**src/rtl/cpf_pkg.sv**
```systemverilog
// cpf_pkg: shared types and constants for the capture period FIFO.
// Holds the ring depth, item function codes and the front-to-back command.
// No dependencies.
`default_nettype none

package cpf_pkg;

  // Ring geometry: the ring keeps RING_DEPTH-1 periods at most
  localparam int RING_DEPTH = 16;
  localparam int IDX_W      = (RING_DEPTH > 1) ? $clog2(RING_DEPTH) : 1;

  localparam logic [15:0] NEAR_WRAP  = 16'hFF00;
  localparam logic [31:0] EMPTY_WORD = 32'hFFFFFFFF;

  // Item function codes
  typedef enum logic [1:0] {
    FUNC_TICK    = 2'd0,
    FUNC_CAPTURE = 2'd1,
    FUNC_READ    = 2'd2,
    FUNC_RESTART = 2'd3
  } func_t;

  // Memory operation the back end performs for one item
  typedef enum logic [1:0] {
    OP_NONE  = 2'd0,
    OP_WRITE = 2'd1,
    OP_READ  = 2'd2
  } mem_op_t;

  // Classified item, front end to back end
  typedef struct packed {
    mem_op_t          op;
    logic [IDX_W-1:0] addr;
    logic [31:0]      period;
    logic             read_empty;
    logic [3:0]       stored_count;
    logic             dropped;
    logic             overflow_taken;
  } cmd_t;

endpackage

`default_nettype wire

```
**src/rtl/cpf_front.sv**
```systemverilog
// cpf_front: accepts items, keeps the timestamp and ring index state and
// turns each item into a memory command with its status fields.
// Depends on cpf_pkg.
`default_nettype none

module cpf_front
  import cpf_pkg::*;
(
  input  wire logic        clk,
  input  wire logic        rst_n,
  input  wire logic        take,
  input  wire logic [1:0]  func,
  input  wire logic [15:0] capture_value,
  input  wire logic        overflow_pending,
  output cmd_t             cmd
);

  logic [15:0]      high_word_r, high_word_nxt;
  logic [31:0]      last_ts_r, last_ts_nxt;
  logic [IDX_W-1:0] wr_idx_r, wr_idx_nxt;
  logic [IDX_W-1:0] rd_idx_r, rd_idx_nxt;
  logic [IDX_W-1:0] count_r, count_nxt;

  logic [15:0]      hw_cap;
  logic [31:0]      stamp;
  logic             take_ovf;
  logic [IDX_W-1:0] wr_next, rd_next;
  logic [IDX_W+3:0] count_ext;

  // Ring index advance with wrap at the depth
  function automatic logic [IDX_W-1:0] ring_next(input logic [IDX_W-1:0] idx);
    logic [IDX_W-1:0] res;
    if (idx == IDX_W'(RING_DEPTH - 1)) begin
      res = '0;
    end else begin
      res = idx + IDX_W'(1);
    end
    return res;
  endfunction

  // Capture timestamp: pending overflow counts only away from the wrap point
  assign take_ovf = overflow_pending && (capture_value < NEAR_WRAP);
  assign hw_cap   = high_word_r + {15'd0, take_ovf};
  assign stamp    = {hw_cap, capture_value};
  assign wr_next  = ring_next(wr_idx_r);
  assign rd_next  = ring_next(rd_idx_r);

  // Classify item and compute next state
  always_comb begin
    high_word_nxt = high_word_r;
    last_ts_nxt   = last_ts_r;
    wr_idx_nxt    = wr_idx_r;
    rd_idx_nxt    = rd_idx_r;
    count_nxt     = count_r;

    cmd.op             = OP_NONE;
    cmd.addr           = wr_next;
    cmd.period         = stamp - last_ts_r;
    cmd.read_empty     = 1'b0;
    cmd.dropped        = 1'b0;
    cmd.overflow_taken = 1'b0;

    case (func_t'(func))
      FUNC_TICK: begin
        high_word_nxt = high_word_r + 16'd1;
      end
      FUNC_CAPTURE: begin
        high_word_nxt      = hw_cap;
        last_ts_nxt        = stamp;
        cmd.overflow_taken = take_ovf;
        if (wr_next != rd_idx_r) begin
          cmd.op     = OP_WRITE;
          wr_idx_nxt = wr_next;
          count_nxt  = count_r + IDX_W'(1);
        end else begin
          cmd.dropped = 1'b1;
        end
      end
      FUNC_READ: begin
        cmd.addr = rd_next;
        if (wr_idx_r == rd_idx_r) begin
          cmd.read_empty = 1'b1;
        end else begin
          cmd.op     = OP_READ;
          rd_idx_nxt = rd_next;
          count_nxt  = count_r - IDX_W'(1);
        end
      end
      FUNC_RESTART: begin
        high_word_nxt = '0;
        last_ts_nxt   = '0;
        wr_idx_nxt    = '0;
        rd_idx_nxt    = '0;
        count_nxt     = '0;
      end
      default: begin
      end
    endcase

    count_ext        = {4'd0, count_nxt};
    cmd.stored_count = count_ext[3:0];
  end

  // State registers, updated on each transfer
  always_ff @(posedge clk) begin
    if (!rst_n) begin
      high_word_r <= '0;
      last_ts_r   <= '0;
      wr_idx_r    <= '0;
      rd_idx_r    <= '0;
      count_r     <= '0;
    end else if (take) begin
      high_word_r <= high_word_nxt;
      last_ts_r   <= last_ts_nxt;
      wr_idx_r    <= wr_idx_nxt;
      rd_idx_r    <= rd_idx_nxt;
      count_r     <= count_nxt;
    end
  end

endmodule

`default_nettype wire

```
**src/rtl/cpf_queue.sv**
```systemverilog
// cpf_queue: two-entry command queue between front and back ends.
// Depends on cpf_pkg.
`default_nettype none

module cpf_queue
  import cpf_pkg::*;
(
  input  wire logic clk,
  input  wire logic rst_n,
  input  wire logic push,
  input  wire cmd_t push_cmd,
  output logic      not_full,
  input  wire logic pop,
  output logic      not_empty,
  output cmd_t      head
);

  cmd_t       slot_r [2];
  logic       wptr_r, rptr_r;
  logic [1:0] fill_r;

  assign not_full  = (fill_r != 2'd2);
  assign not_empty = (fill_r != 2'd0);
  assign head      = slot_r[rptr_r];

  // Entry storage
  always_ff @(posedge clk) begin
    if (push) begin
      slot_r[wptr_r] <= push_cmd;
    end
  end

  // Pointers and fill level
  always_ff @(posedge clk) begin
    if (!rst_n) begin
      wptr_r <= 1'b0;
      rptr_r <= 1'b0;
      fill_r <= 2'd0;
    end else begin
      if (push) begin
        wptr_r <= ~wptr_r;
      end
      if (pop) begin
        rptr_r <= ~rptr_r;
      end
      case ({push, pop})
        2'b10:   fill_r <= fill_r + 2'd1;
        2'b01:   fill_r <= fill_r - 2'd1;
        default: fill_r <= fill_r;
      endcase
    end
  end

endmodule

`default_nettype wire

```
**src/rtl/cpf_back.sv**
```systemverilog
// cpf_back: executes queued commands on the period memory and holds the
// result register of the output channel.
// Depends on cpf_pkg.
`default_nettype none

module cpf_back
  import cpf_pkg::*;
(
  input  wire logic   clk,
  input  wire logic   rst_n,
  input  wire logic   cmd_valid,
  input  wire cmd_t   cmd,
  output logic        cmd_pop,
  output logic        out_valid,
  input  wire logic   out_ready,
  output logic [31:0] out_read_data,
  output logic        out_read_empty,
  output logic [3:0]  out_stored_count,
  output logic        out_dropped,
  output logic        out_overflow_taken
);

  logic [31:0] mem [RING_DEPTH];
  logic [31:0] rd_data_r;
  logic        rd_sel_r;
  logic        valid_r;
  logic        empty_r;
  logic [3:0]  count_r;
  logic        dropped_r;
  logic        taken_r;

  // Load a new command when the result register is free or being drained
  assign cmd_pop = cmd_valid && (!valid_r || out_ready);

  // Period memory: one write or one registered read per command
  always_ff @(posedge clk) begin
    if (cmd_pop) begin
      if (cmd.op == OP_WRITE) begin
        mem[cmd.addr] <= cmd.period;
      end
      rd_data_r <= mem[cmd.addr];
    end
  end

  // Result payload
  always_ff @(posedge clk) begin
    if (cmd_pop) begin
      rd_sel_r  <= (cmd.op == OP_READ);
      empty_r   <= cmd.read_empty;
      count_r   <= cmd.stored_count;
      dropped_r <= cmd.dropped;
      taken_r   <= cmd.overflow_taken;
    end
  end

  // Result valid
  always_ff @(posedge clk) begin
    if (!rst_n) begin
      valid_r <= 1'b0;
    end else if (cmd_pop) begin
      valid_r <= 1'b1;
    end else if (out_ready) begin
      valid_r <= 1'b0;
    end
  end

  assign out_valid          = valid_r;
  assign out_read_data      = rd_sel_r ? rd_data_r : EMPTY_WORD;
  assign out_read_empty     = empty_r;
  assign out_stored_count   = count_r;
  assign out_dropped        = dropped_r;
  assign out_overflow_taken = taken_r;

endmodule

`default_nettype wire

```
**src/rtl/capture_period_fifo.sv**
```systemverilog
// capture_period_fifo: input-capture period measurement with a period ring.
// Instantiates cpf_front, cpf_queue and cpf_back; depends on cpf_pkg.
//
// Usage:
//   Input channel (in_valid/in_ready) carries one item per transfer: a timer
//   overflow tick, a capture event with its 16-bit count and pending-overflow
//   flag, a read of the oldest period, or a restart.
//   Output channel (out_valid/out_ready) returns exactly one result per item,
//   in order: popped period (all ones when empty or not a read), empty flag,
//   stored period count, drop flag and overflow-taken flag.
//   Result path: each command passes through a queue slot into the result
//   register, which raises out_valid when the output side is free.
//   Throughput: one item per cycle while out_ready stays high; the front end
//   updates its state in the cycle of the transfer and the back end does one
//   memory access per item.
//   A two-entry command queue sits between front and back; when the receiver
//   stalls, the queue and result register absorb up to three items, then
//   in_ready drops until results drain.
//   Reset (rst_n low, synchronous) clears the high word, last timestamp, ring
//   indices, queue and result valid; period memory contents are not cleared
//   and need no clearing pass.
`default_nettype none

module capture_period_fifo
  import cpf_pkg::*;
(
  input  wire logic        clk,
  input  wire logic        rst_n,
  input  wire logic        in_valid,
  output logic             in_ready,
  input  wire logic [1:0]  in_func,
  input  wire logic [15:0] in_capture_value,
  input  wire logic        in_overflow_pending,
  output logic             out_valid,
  input  wire logic        out_ready,
  output logic [31:0]      out_read_data,
  output logic             out_read_empty,
  output logic [3:0]       out_stored_count,
  output logic             out_dropped,
  output logic             out_overflow_taken
);

  cmd_t front_cmd;
  cmd_t head_cmd;
  logic take;
  logic q_not_full;
  logic q_not_empty;
  logic q_pop;

  assign in_ready = q_not_full;
  assign take     = in_valid && q_not_full;

  // Front end: classification and index state
  cpf_front u_front (
    .clk              (clk),
    .rst_n            (rst_n),
    .take             (take),
    .func             (in_func),
    .capture_value    (in_capture_value),
    .overflow_pending (in_overflow_pending),
    .cmd              (front_cmd)
  );

  // Command queue
  cpf_queue u_queue (
    .clk       (clk),
    .rst_n     (rst_n),
    .push      (take),
    .push_cmd  (front_cmd),
    .not_full  (q_not_full),
    .pop       (q_pop),
    .not_empty (q_not_empty),
    .head      (head_cmd)
  );

  // Back end: memory and result register
  cpf_back u_back (
    .clk                (clk),
    .rst_n              (rst_n),
    .cmd_valid          (q_not_empty),
    .cmd                (head_cmd),
    .cmd_pop            (q_pop),
    .out_valid          (out_valid),
    .out_ready          (out_ready),
    .out_read_data      (out_read_data),
    .out_read_empty     (out_read_empty),
    .out_stored_count   (out_stored_count),
    .out_dropped        (out_dropped),
    .out_overflow_taken (out_overflow_taken)
  );

endmodule

`default_nettype wire

```
**config.mk**
```make
export PLATFORM = sky130hd
export DESIGN_NAME = capture_period_fifo
export DESIGN_NICKNAME = d
export VERILOG_FILES = /design/src/rtl/cpf_pkg.sv /design/src/rtl/cpf_front.sv /design/src/rtl/cpf_queue.sv /design/src/rtl/cpf_back.sv /design/src/rtl/capture_period_fifo.sv
export SDC_FILE = /design/constraint.sdc
export NUM_CORES = 1
export LEC_CHECK = 0
export ABC_CLOCK_PERIOD_IN_PS = 7150
export BUFFER_PORTS_ARGS = -buffer_cell sky130_fd_sc_hd__buf_2
export CAP_MARGIN = 20
export CELL_PAD_IN_SITES_DETAIL_PLACEMENT = 0
export CELL_PAD_IN_SITES_GLOBAL_PLACEMENT = 1
export CORE_ASPECT_RATIO = 1.2
export CORE_MARGIN = 2
export CORE_UTILIZATION = 55
export CTS_BUF_LIST = sky130_fd_sc_hd__clkbuf_16
export CTS_CLUSTER_DIAMETER = 50
export DETAILED_ROUTE_END_ITERATION = 8
export GPL_ROUTABILITY_DRIVEN = 1
export PLACE_DENSITY = 0.8
export SLEW_MARGIN = 20
export SYNTH_ARGS = -nofsm -noshare
export SYNTH_HDL_FRONTEND = slang
export SYNTH_SLANG_ARGS = --single-unit
```
**constraint.sdc**
```tcl
create_clock -name clk -period 7.15 [get_ports clk]
set_clock_uncertainty 0.1 [all_clocks]
set_input_delay 0.3575 -clock clk [delete_from_list [all_inputs] [get_ports clk]]
set_output_delay 0.3575 -clock clk [all_outputs]
set_load 0.1 [all_outputs]
```
Word-level counts from Yosys, hierarchy flattened --
Memory sizes are Yosys's and may differ from the RTL's. A register that Yosys moved wholly into a read port is not among the register bits. Cells that the tools add are included.
Storage, ports and cells: bits of input ports 23, output and inout port bits 41, register bits 73, RAM bits 602, word-level logic and storage cells 88, memories 2
Memories:
- u_back.mem | depth 16, width 32, read ports 1, clocked after memory_dff 1, write ports 1, RTL line cpf_back.sv:23 | logic [31:0] mem [RING_DEPTH];
- u_queue.slot_r | depth 2, width 45, read ports 1, clocked after memory_dff 1, write ports 1, RTL line cpf_queue.sv:18 | cmd_t slot_r [2];
Cells by class: $add $sub $neg 9, order comparisons 1, reduce and logical (&&, ||, !) cells 16, equality and inequality tests 14, multiplexer cells 30, bitwise logic cells 2
Operators with widths (count):
- $pmux W32 S2 | 1
- $pmux W16 S3 | 1
- $mux W32 | 1
- $sub A32 B32 Y32 | 1
- $mux W4 | 7
- $add A16 B1 Y16 | 1
- $add A16 B1 Y16 const B | 1
- $lt A16 B16 Y1 const B | 1
- $pmux W4 S2 | 2
- $mux W1 | 13
- $add A4 B1 Y4 const B | 3
- $pmux W4 S3 | 1
- $reduce_bool A2 Y1 | 5
- $eq A2 B2 Y1 const B | 4
- $eq A4 B4 Y1 const B | 2
- $pmux W2 S2 | 2
- $eq A2 B1 Y1 const B | 3
- $reduce_and A3 Y1 | 2
- $eq A4 B4 Y1 | 1
- $mux W2 | 2
- $ne A2 B2 Y1 const B | 2
- $ne A4 B4 Y1 | 1
- $reduce_and A2 Y1 | 2
- $sub A4 B1 Y4 const B | 1
- other kinds (9) | 12

Depth between registers and ports, before layout --
Gate-level depths: netlist of run 1.
depth in word-level cells 5, gate-level depth with buffers 16, mapped depth without buffers 15

Hierarchy --
Synthesis of run 1 repeated with hierarchy kept, for this count alone.
Unflattened totals: cell total of the unflattened synthesis 1786, area, all modules 29510.8 µm²
By module, submodules not included:
- cpf_back | seq. area each 16595.9 µm², instances 1, area each 20714.9 µm², cells each 894
- cpf_front | seq. area each 1201.2 µm², instances 1, area each 5328.9 µm², cells each 729
- cpf_queue | seq. area each 2802.7 µm², instances 1, area each 3460.8 µm², cells each 162
- capture_period_fifo | seq. area each 0.0 µm², instances 1, area each 6.3 µm², cells each 1

Least setup slack after synthesis of run 1 --
Ideal clock, no wire load.
kind reg2reg, from register (tool-made name), to memory u_back.mem[14][0] (enable), arrival time 3.782 ns, required time 6.589 ns, stages on the path, launching flop included 8, path buffers 4, clock period less this slack 4.343 ns, library setup time 0.461 ns, slack 2.807 ns, cells stage by stage dfxtp_1 -> buf_2 -> mux2_2 -> buf_2 -> buf_4 -> clkbuf_1 -> nand3_1 -> nor3_1
RTL lines (RTL line):
- end: declaration | cpf_back.sv:23

==> impl_metrics.py, run 1 <==
metrics = {
    "yosys": {
        "synth_flop_cell": "edfxtp_1",
        "synth_cells": 1846,
        "syn_area_um2": 29800,
        "yosysSeqAreaShare": 0.692,
        "syn-num-nets": 1914,
        "ys_types": 79,
        "ys_warn_count": 0,
        "synth.largest_area_cell": "edfxtp_1",
        "ys_ff_latch": 708,
        "yosysTopAreaCellShare": 0.648,
        "synth_edf_count": 642,
        "synthArstFlopShare": 0,
        "avgSynthCellArea_um2": 16.1,
        "netlist_top_cells_area": "edfxtp_1, mux4_2, dfxtp_1",
    },
    "floorplan": {
        "rows": 93,
        "design.core.area_um2": 53500,
        "pin_count": 64,
        "die_x_um": 216,
        "start_util": 0.556,
        "dieArea_um2": 56000,
        "die_y_um": 259,
    },
    "detailed_routing": {
        "viasPerCell": 6.00,
        "drt-total-wl_mm": 62.4,
        "drtAntennaViolNets": 0,
        "vias": 16100,
        "drt-pass1-iter-count": 5,
        "avgRoutedWirePerCell_um": 23.3,
        "drt_iter0_markers": 1327,
        "route.detailed.drc": 0,
    },
    "setup_path": {
        "critical-path-top-delay-family": "simple AND/OR/NAND/NOR gates",
        "required_ns": 7.29,
        "arrival_ns": 3.99,
        "rr_worst_depth": 6,
        "end_kind": "register",
        "max_stage_delay_ns": 0.96,
        "crit_type": "reg -> reg",
        "r2r_end": "u_back.mem[12][7]$_DFFE_PP_",
        "cp_max_fo": 22,
        "cp_num_buf_inv": 2,
        "cp_slowest_cell": "nor3_2",
        "worstPathCellList": "inv_1 > o32a_1 > nor3_1 > nand3_1 > nor3_2 > buf_4",
        "r2r-start": "u_queue.slot_r[0][43]$_DFFE_PP_",
        "critPathLaunchType": "register",
        "r2r_slack_ns": 3.30,
    },
    "hold_path": {
        "worstHoldStart": "rst_n",
        "hold-path-endpoint": "u_front.high_word_r[8]$_SDFFE_PN0P_",
        "worstHoldPathType": "in -> reg",
        "min_path_cells": 3,
    },
    "power": {
        "power_density_nw_per_um2": 360,
        "pwr-share-comb": 0.266,
        "swShare": 0.329,
        "p_seq_frac": 0.447,
        "power.switching_mw": 3.94,
        "leakage_nw": 10.9,
        "pwr-share-clk": 0.287,
        "intPower_mw": 8.04,
        "peakVddDrop_uv": 292,
    },
    "timing": {
        "fmax_mhz": 260,
        "drv_slew": 0,
        "grt_setup_unrepaired": "false",
        "finalSetupTns_ns": 0,
        "setup_violations": 0,
        "slew_headroom": 0.251,
        "tightest_slew_ns": 1.12,
        "fin_crit_ns": 3.85,
        "period_share": 0.538,
        "report.final.hold_viol_count": 0,
    },
    "place": {
        "hpwlAfterDp_mm": 37.0,
        "place_congestion": 0.822,
        "place_area_um2": 30900,
        "io_buffers": 63,
    },
    "final_layout": {
        "fin_area_um2": 33200,
        "antennaDiodeCount": 0,
        "fill_cells": 3871,
        "layout-drive-gt1-share": 0.212,
        "final_common_cell": "edfxtp_1",
        "area_growth_pct": 11.6,
        "nets": 1984,
        "final_cell_mix": "edfxtp_1, mux4_2, nand2_1",
    },
    "clocking": {
        "cts-root-buf": "clkbuf_16",
        "cts_tree": "done",
        "cts_buffer_depth": 3,
        "cts_resized": 0,
        "clkTransAtPathRegs_ns": 0.06,
        "cts_setup_buffers": 0,
        "clk_latency_ns": 0.61,
        "cts_sinks": 708,
        "postCtsHoldBufs": 1,
        "htreeDepth": 3,
        "numCtsBuffers": 70,
    },
    "run": {
        "max_cap_viol_count": 0,
    },
    "global_route": {
        "grt_pass1_wl_mm": 95.1,
        "grt_max_degree": 98,
        "gr-total-overflow": 0,
        "grt_usage": 0.226,
        "grt_pass1_vias": 16200,
        "antenna_found_initial": 0,
    },
    "status": {
        "status": "finished clean",
    },
}
Yosys cell counts (6+ instances only):
| master | number |
|---|---|
| nor3b_1 | 15 |
| mux2_2 | 44 |
| a21o_1 | 9 |
| or3_1 | 8 |
| o22ai_1 | 6 |
| xor2_1 | 19 |
| dfxtp_1 | 66 |
| inv_1 | 59 |
| nand3_1 | 22 |
| nand4_1 | 8 |
| nor3_1 | 20 |
| nand2_1 | 112 |
| edfxtp_1 | 642 |
| a22oi_1 | 15 |
| buf_4 | 7 |
| o21ai_0 | 41 |
| a21oi_1 | 76 |
| a31oi_1 | 37 |
| o21a_1 | 10 |
| ha_1 | 44 |
| and2_1 | 36 |
| nor2_1 | 113 |
| nand2b_1 | 41 |
| mux4_2 | 128 |
| buf_2 | 16 |
| xnor2_1 | 37 |
| clkbuf_1 | 71 |
| a211oi_1 | 44 |
| nor2b_1 | 6 |
power groups by stage:
stage | logic [mW] | clock network [mW] | registers [mW]
finish | 3.19 | 3.44 | 5.35
detailed placement | 3.21 | 0 | 5.44
CTS | 3.22 | 3.50 | 5.36
floorplan | 2.26 | 0 | 5.55
global placement | 3.15 | 0 | 5.43
global route | 3.40 | 3.65 | 5.37
per-layer routing:
metal / part of all wire / up-vias / GRT usage
met5: 0 / - / 0
met4: 0.026 / 0 / 0.0795
met3: 0.050 / 92 / 0.0323
met2: 0.52 / 442 / 0.393
met1: 0.40 / 8220 / 0.291
li1: - / 7305 / -
metrics by stage:
step	hold slack, ns	utilization	total power [mW]	cells	setup WS (ns)
after floorplan	0.354	-	7.81	1846	2.81
after global placement	0.364	0.578	8.58	2548	3.27
after detailed placement	0.376	0.578	8.65	2549	3.13
after CTS	0.00559	0.618	12.1	2672	3.13
after global routing	0.0341	0.621	12.4	2678	3.10
final	0.0308	0.621	12.0	2678	3.30
state kept, by name, indices dropped and copies added (netlist names), named ones only:
signal and count:
u_back.out_overflow_taken 1, u_back.rd_sel_r 1, u_queue.fill_r 2, u_front.high_word_r 16
u_queue.rptr_r 1, u_queue.wptr_r 1, u_back.mem 512, u_front.wr_idx_r 4
u_back.rd_data_r 32, u_front.rd_idx_r 4, u_back.out_dropped 1, u_front.last_ts_r 32
u_back.out_valid 1, u_queue.slot_r 90, u_back.out_stored_count 4, u_back.out_read_empty 1
u_front.count_r 4
worst max path at each step:
stage                                          from                     endpoint  depth (start not counted)
detailed placement                         register  u_back.mem[3][13]$_DFFE_PP_                          5
global placement                           register   u_back.mem[1][8]$_DFFE_PP_                          5
global route                               register   u_back.mem[8][8]$_DFFE_PP_                          5
CTS                                        register  u_back.mem[3][24]$_DFFE_PP_                          5
floorplan                                  register  u_back.mem[14][0]$_DFFE_PP_                          7
finish              u_queue.slot_r[0][43]$_DFFE_PP_  u_back.mem[12][7]$_DFFE_PP_                          6
final cells by class:
type / count / area (um2) / area share
well taps: 712 / 891 / 0.0268
clock inverters: 52 / 370 / 0.0111
multi-input cells: 980 / 8680 / 0.261
clock buffers: 70 / 1750 / 0.0527
inverters: 59 / 221 / 0.00667
repair buffers: 97 / 711 / 0.0214
flip-flops and latches: 708 / 20600 / 0.620
worst min-delay path: cells and delay by family:
kind                   cells  cell delay, ns
AO/OA/AOI/OAI              2            0.14
buffers and inverters      1            0.19
cell families after synthesis:
| family | Yosys count | share of synthesized area |
|---|---|---|
| flip-flops | 708 | 0.692 |
| AND/OR/NAND/NOR | 413 | 0.0696 |
| AO/OA/AOI/OAI | 287 | 0.0636 |
| multiplexers | 177 | 0.115 |
| buffers and inverters | 158 | 0.0223 |
| XOR/XNOR | 58 | 0.0180 |
| adder cells (fa/ha/maj) | 45 | 0.0192 |
Note: power is estimated with default switching activity, not from simulation.
==> inputs of run 2 (changes only) <==
- ABC_AREA: default -> 1
- ABC_CLOCK_PERIOD_IN_PS: 7150 -> 3650
- CORE_UTILIZATION: 55 -> 52
- PLACE_DENSITY: 0.8 -> 0.79
- clock period: 7.15 -> 3.65 ns (I/O delays scaled with it)
==> run 2 against run 1 <==
Combinational power grew to 2.8 times the previous value. Clock power is 120% higher. Cell count is 21% higher. Clock-buffer cell count is 2 higher. Critical endpoint is now u_queue.slot_r[1][38]$_DFFE_PP_.
==> impl_metrics.py, run 2 <==
metrics = {
    "yosys": {
        "synth_edf_count": 642,
        "synth-compound-area-share": 0.121,
        "ys_types": 42,
        "yosysSeqAreaShare": 0.705,
        "synthTopCellsByCount": "edfxtp_1, nand2_1, a22oi_1",
        "synth_top_family_by_area": "compound AO/OA/AOI/OAI gates",
        "synth_cells": 2352,
        "yosys.area_share.adder": 0.0195,
        "syn_area_um2": 29200,
        "synth.largest_area_cell": "edfxtp_1",
        "yosysTopAreaCellShare": 0.660,
        "synth_xor_area_frac": 0.0168,
        "synth_flop_cell": "edfxtp_1",
        "ys_ff_latch": 708,
        "syn-num-nets": 2420,
        "synth.most_common_cell": "edfxtp_1",
        "synth-simple-area-share": 0.0948,
        "netlist_top_cells_area": "edfxtp_1, a22oi_1, nand2_1",
        "synth.area.mux_share": 0.000343,
        "ys_warn_count": 0,
        "synthArstFlopShare": 0,
        "avgSynthCellArea_um2": 12.4,
    },
    "clocking": {
        "cts_buffer_depth": 3,
        "clk_latency_ns": 0.60,
        "clkTransAtPathRegs_ns": 0.06,
        "cts_sinks": 708,
        "numCtsBuffers": 70,
        "cts_resized": 0,
        "htreeDepth": 3,
        "cts_tree": "done",
        "cts-root-buf": "clkbuf_16",
    },
    "place": {
        "place_inst": 3092,
        "hpwlAfterDp_mm": 42.2,
        "place_area_um2": 30700,
        "place_congestion": 0.860,
        "io_buffers": 63,
    },
    "final_layout": {
        "final_cell_mix": "edfxtp_1, nand2_1, a22oi_1",
        "final_common_cell": "edfxtp_1",
        "final_cells": 3237,
        "largest_reg_flops": 512,
        "reg_top3": "u_back.mem: 512 flops, u_queue.slot_r: 90 flops",
        "antennaDiodeCount": 0,
        "nets": 2523,
        "fill_cells": 4349,
        "regMostFlops": "u_back.mem",
        "area_growth_pct": 13.9,
        "layout-drive-gt1-share": 0.110,
        "fin_area_um2": 33300,
    },
    "setup_path": {
        "r2r_end": "u_back.mem[5][30]$_DFFE_PP_",
        "r2r_slack_ns": 0.60,
        "crit_type": "in -> reg",
        "cp_max_fo": 3,
        "critPathLaunchType": "primary input",
        "required_ns": 3.88,
        "arrival_ns": 3.40,
        "end_kind": "register",
        "rr_worst_depth": 7,
    },
    "floorplan": {
        "rows": 95,
        "design.core.area_um2": 55700,
        "start_util": 0.524,
        "dieArea_um2": 58100,
        "pin_count": 64,
        "die_y_um": 264,
        "die_x_um": 220,
    },
    "power": {
        "power_density_nw_per_um2": 833,
        "power_mw": 27.7,
        "leakage_nw": 11.9,
        "peakVddDrop_uv": 518,
    },
    "detailed_routing": {
        "drt-total-wl_mm": 69.3,
        "vias": 18600,
        "drt_iter0_markers": 1502,
        "avgRoutedWirePerCell_um": 21.4,
        "route.detailed.drc": 0,
        "viasPerCell": 5.75,
        "drtAntennaViolNets": 0,
        "drt-pass1-iter-count": 5,
    },
    "hold_path": {
        "worstHoldPathType": "in -> reg",
        "hold-path-endpoint": "u_queue.slot_r[1][0]$_DFFE_PP_",
        "min_path_cells": 3,
        "worstHoldStart": "in_overflow_pending",
    },
    "timing": {
        "setup_violations": 0,
        "grt_setup_unrepaired": "false",
        "finalSetupTns_ns": 0,
        "tightest_slew_ns": 1.04,
        "drv_slew": 0,
        "fmax_mhz": 315,
        "fin_crit_ns": 3.17,
        "slew_headroom": 0.304,
        "report.final.hold_viol_count": 0,
        "hold_ws_ns": 0.0278,
        "period_share": 0.868,
    },
    "global_route": {
        "antenna_found_initial": 0,
        "grt_pass1_wl_mm": 107,
        "grt_usage": 0.242,
        "grt_max_degree": 129,
        "grt_pass1_vias": 18800,
        "gr-total-overflow": 0,
    },
    "run": {
        "max_cap_viol_count": 0,
    },
    "status": {
        "status": "finished clean",
    },
}
==> run 2: cell count changes after synthesis, moves of 43 or more <==
cell | before | now
inv_1 | 59 | 186
a21oi_1 | 76 | 201
a22oi_1 | 15 | 247
buf_2 | 16 | 59
mux2_2 | 44 | 0
mux4_2 | 128 | 0
nand2_1 | 112 | 485
==> run 2: per-layer routing <==
metal	track usage	vias to the layer above	part of all wire
met5	0	-	0
met4	0.0889	0	0.031
met3	0.0301	128	0.055
met2	0.416	627	0.51
met1	0.314	9137	0.41
li1	-	8705	-
==> run 2: worst max-delay path: stages <==
cell	delay, ns
dlygate4sd3_1	0.53
buf_2	0.14
nand4_1	0.09
o21a_1	0.19
ha_1	0.15
nand2_1	0.10
nor2_1	0.26
xor2_1	0.32
ha_1	0.33
inv_1	0.09
o21ai_0	0.11
a21oi_1	0.25
o21ai_0	0.23
a21oi_1	0.22
nand2_1	0.07
nand2_1	0.07
nand2_1	0.06
==> run 2: metrics by stage <==
| stage | util | worst slack, ns |
|---|---|---|
| final | 0.597 | 0.480 |
| after global routing | 0.597 | 0.145 |
| after CTS | 0.597 | 0.490 |
| after detailed placement | 0.550 | 0.414 |
| after global placement | 0.550 | 0.427 |
| after floorplan | - | 0.181 |
==> run 2: where the power goes <==
group	total [mW]	switching, mW	internal (mW)
Clock	7.50	3.03	4.47
Combinational	9.00	7.01	1.99
Sequential	11.2	0.273	11.0
==> run 2: final cells by class <==
cell class                 count  area, um2  share of cell area
tap                          727        910              0.0273
multi-input combinational   1343       7540               0.227
timing repair buffer         134       1060              0.0317
clock buffer                  72       1800              0.0541
inverter                     198        751              0.0226
clock inverter                55        623              0.0187
sequential                   708      20600               0.619
==> run 2: timing repair <==
action,4_1_cts,5_1_grt
endpoints found under the setup margin,0,0
hold endpoints to repair,30,0
hold buffers,18,0
buffers inserted,0,0
==> run 2: cells by family (layout without fill, tap and decap cells) <==
logic type | after synthesis | in the layout
buffers and inverters | 301 | 459
flip-flops | 708 | 708
XOR/XNOR | 56 | 56
AND/OR/NAND/NOR | 689 | 689
adder cells (fa/ha/maj) | 45 | 45
multiplexers | 1 | 1
AO/OA/AOI/OAI | 552 | 552
==> run 2: worst max-delay path by stage <==
| stage | slack, ns | to | depth (start not counted) | start |
|---|---|---|---|---|
| after floorplan | 0.18 | u_back.mem[0][0]$_DFFE_PP_ | 6 | u_back.out_valid$_SDFFE_PN0P_ |
| after global placement | 0.43 | u_queue.slot_r[0][38]$_DFFE_PP_ | 21 | in_capture_value[8] |
| after detailed placement | 0.41 | u_queue.slot_r[0][38]$_DFFE_PP_ | 20 | in_capture_value[8] |
| after CTS | 0.49 | u_queue.slot_r[1][38]$_DFFE_PP_ | 21 | in_capture_value[8] |
| after global routing | 0.15 | u_queue.slot_r[1][38]$_DFFE_PP_ | 21 | in_capture_value[8] |
| final | 0.48 | u_queue.slot_r[1][38]$_DFFE_PP_ | 17 | in_capture_value[10] |
